**src/rtl/core/itlu_pkg.sv**
```systemverilog
// Shared types and constants of the implicit-tree range lookup.
`default_nettype none
package itlu_pkg;

   localparam int COUNT_W   = 11;
   localparam int LOWER_W   = 21;
   localparam int LEN_W     = 11;
   localparam int ENTRY_W   = LOWER_W + LEN_W;
   localparam int PROP_W    = 8;
   localparam int SLOT_W    = 10;
   localparam int CSR_AW    = 3;
   localparam int CSR_DW    = 32;

   localparam logic [PROP_W-1:0]  NO_MATCH    = 8'hFF;
   localparam logic [COUNT_W-1:0] COUNT_RESET = 11'd1;

   localparam logic ACT_WRITE  = 1'b0;
   localparam logic ACT_LOOKUP = 1'b1;

   // register index, taken from the word address of the CSR port
   localparam logic REG_TABLE_COUNT = 1'b0;

   typedef struct packed {
      logic                 action;
      logic [SLOT_W-1:0]    slot;
      logic [ENTRY_W-1:0]   range_word;
      logic [PROP_W-1:0]    property_value;
      logic [LOWER_W-1:0]   code_point;
   } itlu_req_type;

   typedef struct packed {
      logic [PROP_W-1:0] property_res;
      logic              found;
   } itlu_rsp_type;

   // outcome of comparing a code point against one tree node
   typedef struct packed {
      logic hit;
      logic go_left;
   } itlu_dec_type;

   typedef enum logic [1:0] {
      ST_IDLE,
      ST_WALK,
      ST_DONE
   } itlu_state_type;

endpackage
`default_nettype wire

```
**src/rtl/core/itlu_node_cmp.sv**
```systemverilog
// Range test of one tree node against the code point being looked up.
`default_nettype none
module itlu_node_cmp (
   input  wire logic [itlu_pkg::ENTRY_W-1:0] entry,
   input  wire logic [itlu_pkg::LOWER_W-1:0] code_point,
   output itlu_pkg::itlu_dec_type            dec
);
   import itlu_pkg::*;

   logic [LOWER_W-1:0] lower;
   logic [LEN_W-1:0]   len;
   logic [LOWER_W-1:0] offset;
   logic               below;

   always_comb begin
      lower  = entry[LOWER_W-1:0];
      len    = entry[ENTRY_W-1:LOWER_W];
      below  = code_point < lower;
      offset = code_point - lower;
      // an empty range never hits and sends the walk right unless below
      dec.hit     = !below && (len != '0) && (offset < {{(LOWER_W-LEN_W){1'b0}}, len});
      dec.go_left = below;
   end

endmodule
`default_nettype wire

```
**config.mk**
```make
export PLATFORM = sky130hd
export DESIGN_NAME = itlu_node_cmp
export DESIGN_NICKNAME = d
export VERILOG_FILES = /design/src/rtl/core/itlu_pkg.sv /design/src/rtl/core/itlu_node_cmp.sv
export SDC_FILE = /design/constraint.sdc
export NUM_CORES = 1
export LEC_CHECK = 0
export BUFFER_PORTS_ARGS = -buffer_cell sky130_fd_sc_hd__buf_2
export CAP_MARGIN = 20
export CORE_ASPECT_RATIO = 1.25
export CORE_UTILIZATION = 38
export DETAILED_ROUTE_END_ITERATION = 10
export GPL_TIMING_DRIVEN = 1
export PLACE_DENSITY = 0.6
export SLEW_MARGIN = 5
export SYNTH_ARGS = -nofsm -noshare
export SYNTH_HDL_FRONTEND = slang
export SYNTH_SLANG_ARGS = --single-unit
```
**constraint.sdc**
```tcl
create_clock -name vclk -period 16.1
set_clock_uncertainty 0.15 [all_clocks]
set_input_delay 4.025 -clock vclk [all_inputs]
set_output_delay 4.025 -clock vclk [all_outputs]
set_load 0.03 [all_outputs]
```
# After elaboration in Yosys (flattened, before gate mapping)
# Cells that the tools add are included.
# W data, S select, Z words.
dict set report word_totals {
  register_bits 0
  input_bits 53
  out_inout_bits 2
  word_cells 7
}
dict set report op_classes {
  addsub 1
  order_cmp 2
  reduce_logical 4
}
# op n
set ops {}
lappend ops {{$lt A21 B11 Y1} 1}
lappend ops {{$lt A21 B21 Y1} 1}
lappend ops {{$sub A21 B21 Y21} 1}
lappend ops {{$reduce_bool A11 Y1} 1}
lappend ops {{$logic_and A1 B1 Y1} 2}
lappend ops {{$logic_not A1 Y1} 1}

# Longest topological paths before layout
dict set report depth {
  word_depth 4
  ltp_mapped 16
  depth_no_buf 16
}

# Worst setup path after synthesis
# OpenSTA, ideal clock, no wires.
dict set report synth_path {
  kind {input to output}
  startpoint {in code_point[0] in the netlist's numbering}
  endpoint {out dec[1] in the netlist's numbering}
  arrival_ns 7.039
  required_ns 11.925
  path_slack_ns 4.886
  stages 16
  n_path_buf 0
  path_cell_list {inv_1 > ha_1 > fa_1 > nand2b_1 > a21oi_1 > a221o_1 > a211oi_1 > xnor2_1 > ha_1 > a21oi_1 > nand4_1 > a2111oi_4 > o211ai_1 > and4bb_1 > o211ai_1 > and4b_1}
}
# element line_no
set synth_rtl {}
lappend synth_rtl {{start, declared} itlu_node_cmp.sv:5} ;# input wire logic [itlu_pkg::LOWER_W-1:0] code_point,
lappend synth_rtl {{end, declared} itlu_node_cmp.sv:6} ;# output itlu_pkg::itlu_dec_type dec

==> out/qor.txt <==
status - completed
Final Wtd Congestion - 0.871
Post-Syn Instances - 247
biggest area consumer among synthesized cells - ha_1
detailed-route DRC error count - 0
met3 WL post-DR - 119 um
Crit. End Element - output pin
routed vias - 1866
Slew @ Worst Pin - 0.421 ns
Pwr Total - 0.0000767 W
overall routing resource usage - 0.194
P&R area growth vs syn - 17.6%
gr ovfl total - 0
layout cell share with drive strength beyond 1 - 0.214
final instance area - 1980 um^2
hold_buf cts - 0
num rows - 26
hold slack final - 8.64 ns
Routed WL per cell - 12.7 um
chip height - 76.3 um
Reg area - 0 um^2
Final TNS setup - 0 ns
Post-Syn Area - 1680 um^2
Worst slew margin - 0.719
Antenna diodes - 0
sequential-to-total area share from yosys stat - 0
commonest cells in the netlist - 37 x inv_1, 31 x ha_1, 23 x a21oi_1
Routed Antenna Nets - 0
pre-CTS setup slack - 4.56 ns
Final Slew Violations - 0
WP data required - 11.93 ns
average size of a mapped cell - 6.80 um^2
Crit path arrival time - 7.40 ns
highest clock rate - 86.4 MHz
iteration-0 DRC count of the detailed router - 45
clock buffers - 0
met1 wire length - 1850 um
RSZ-0062 raised after global routing - false
post-CTS sizing - 0
vias in the first global route - 1731
Leak - 1.05 nW
# port buffers - 55
core area - 4160 um^2
post-CTS setup buffer count - 0
met2 routed WL - 2410 um
warnings from Yosys - 0
dpl hpwl - 3880 um
Worst Setup Path Type - in -> out
antenna violations before repair - 0
Setup-failing EPs final - 0
crit-path max FO - 3
minimum clock period - 11.58 ns
most numerous cell in the Yosys netlist - inv_1
Ports - 55
Hold Crit Class - in -> out
detailed-router iteration count before antenna repair - 4
Top Layer Used - met4
sequential cells - 0
MaxCap Viol Count - 0
crit path launch type - primary input
Setup WS post-layout - 4.52 ns
share of the synthesized area in the top cell type - 0.231
power density cells - 38.8 nW/um^2
die area - 4690 um^2
Nets - 382
Worst VDD drop - 0.0164 mV
Post-Route WL - 4450 um
distinct cell type count after synthesis - 50
first-pass GRT wire length - 7300 um
dpl cell area - 1980 um^2
DR vias/cell - 5.32
chip width - 61.5 um
Initial Util - 0.404
largest cells by area after synthesis - ha_1 23%, inv_1 8.3%, a21oi_1 6.9%
hold violation count in the final report - 0
period utilisation layout - 0.719
Mapped Nets - 332
largest net degree at the start of global routing - 11
routing by layer:
metal / global-route usage / up-vias
li1: - / 989
met1: 0.208 / 823
met2: 0.402 / 48
met3: 0 / 6
met4: 0.0267 / 0
met5: 0 / -
layout by cell type (no fill, tap or decap), types with 3 or more instances in the layout:
| master | instances |
|---|---|
| nand2b_1 | 6 |
| o21ai_0 | 14 |
| o211ai_1 | 3 |
| buf_2 | 55 |
| o21bai_1 | 5 |
| and3_1 | 3 |
| a21o_1 | 4 |
| a21oi_1 | 23 |
| o21a_1 | 4 |
| nand4_1 | 4 |
| nand2_1 | 21 |
| nor3_1 | 8 |
| nor2_1 | 15 |
| a31oi_1 | 3 |
| xnor2_1 | 7 |
| mux2i_1 | 3 |
| a211oi_1 | 4 |
| ha_1 | 31 |
| inv_1 | 37 |
| nand3_1 | 11 |
cell type report:
class                           count  area [um^2]
Fill cell                         479         2190
Inverter                           37          139
Multi-Input combinational cell    203         1490
Tap cell                           56         70.1
Timing Repair Buffer               55          275
worst paths after layout:
path           start     end  slack, ns  cells after the start
max         entry[0]  dec[1]       4.52                     17
min   code_point[20]  dec[0]       8.64                      6
stage by stage:
stage | std cells | util
6_report | 351 | 0.475
5_1_grt | 351 | 0.475
4_1_cts | 351 | 0.475
3_5_place_dp | 351 | 0.475
3_3_place_gp | 351 | 0.475
2_1_floorplan | 247 | -
logic make-up after synthesis:
logic type	after synthesis	synth area share
AOI/OAI and AO/OA	76	0.323
adders and majority gates	32	0.243
muxes	3	0.0179
and+or+nand+nor	83	0.258
buffers and inverters	44	0.112
xor gates and xnor gates	9	0.0469
worst max-delay path: stages:
cell and delay, ns:
buf_2 0.10, ha_1 0.21, fa_1 0.39, nand2b_1 0.15, a21oi_1 0.26, a221o_1 0.24, a211oi_1 0.07, xnor2_1 0.14
ha_1 0.29, a21oi_1 0.16, nand4_1 0.15, a2111oi_4 0.28, o211ai_1 0.12, and4bb_1 0.26, o211ai_1 0.09, and4b_1 0.26
buf_2 0.20
power breakdown:
part           internal, W  switching (W)  leakage [nW]
combinational    0.0000338      0.0000429          1.05
sequential               0              0             0
clock                    0              0             0
total            0.0000338      0.0000429          1.05
Power figures use the tool's default switching activity.
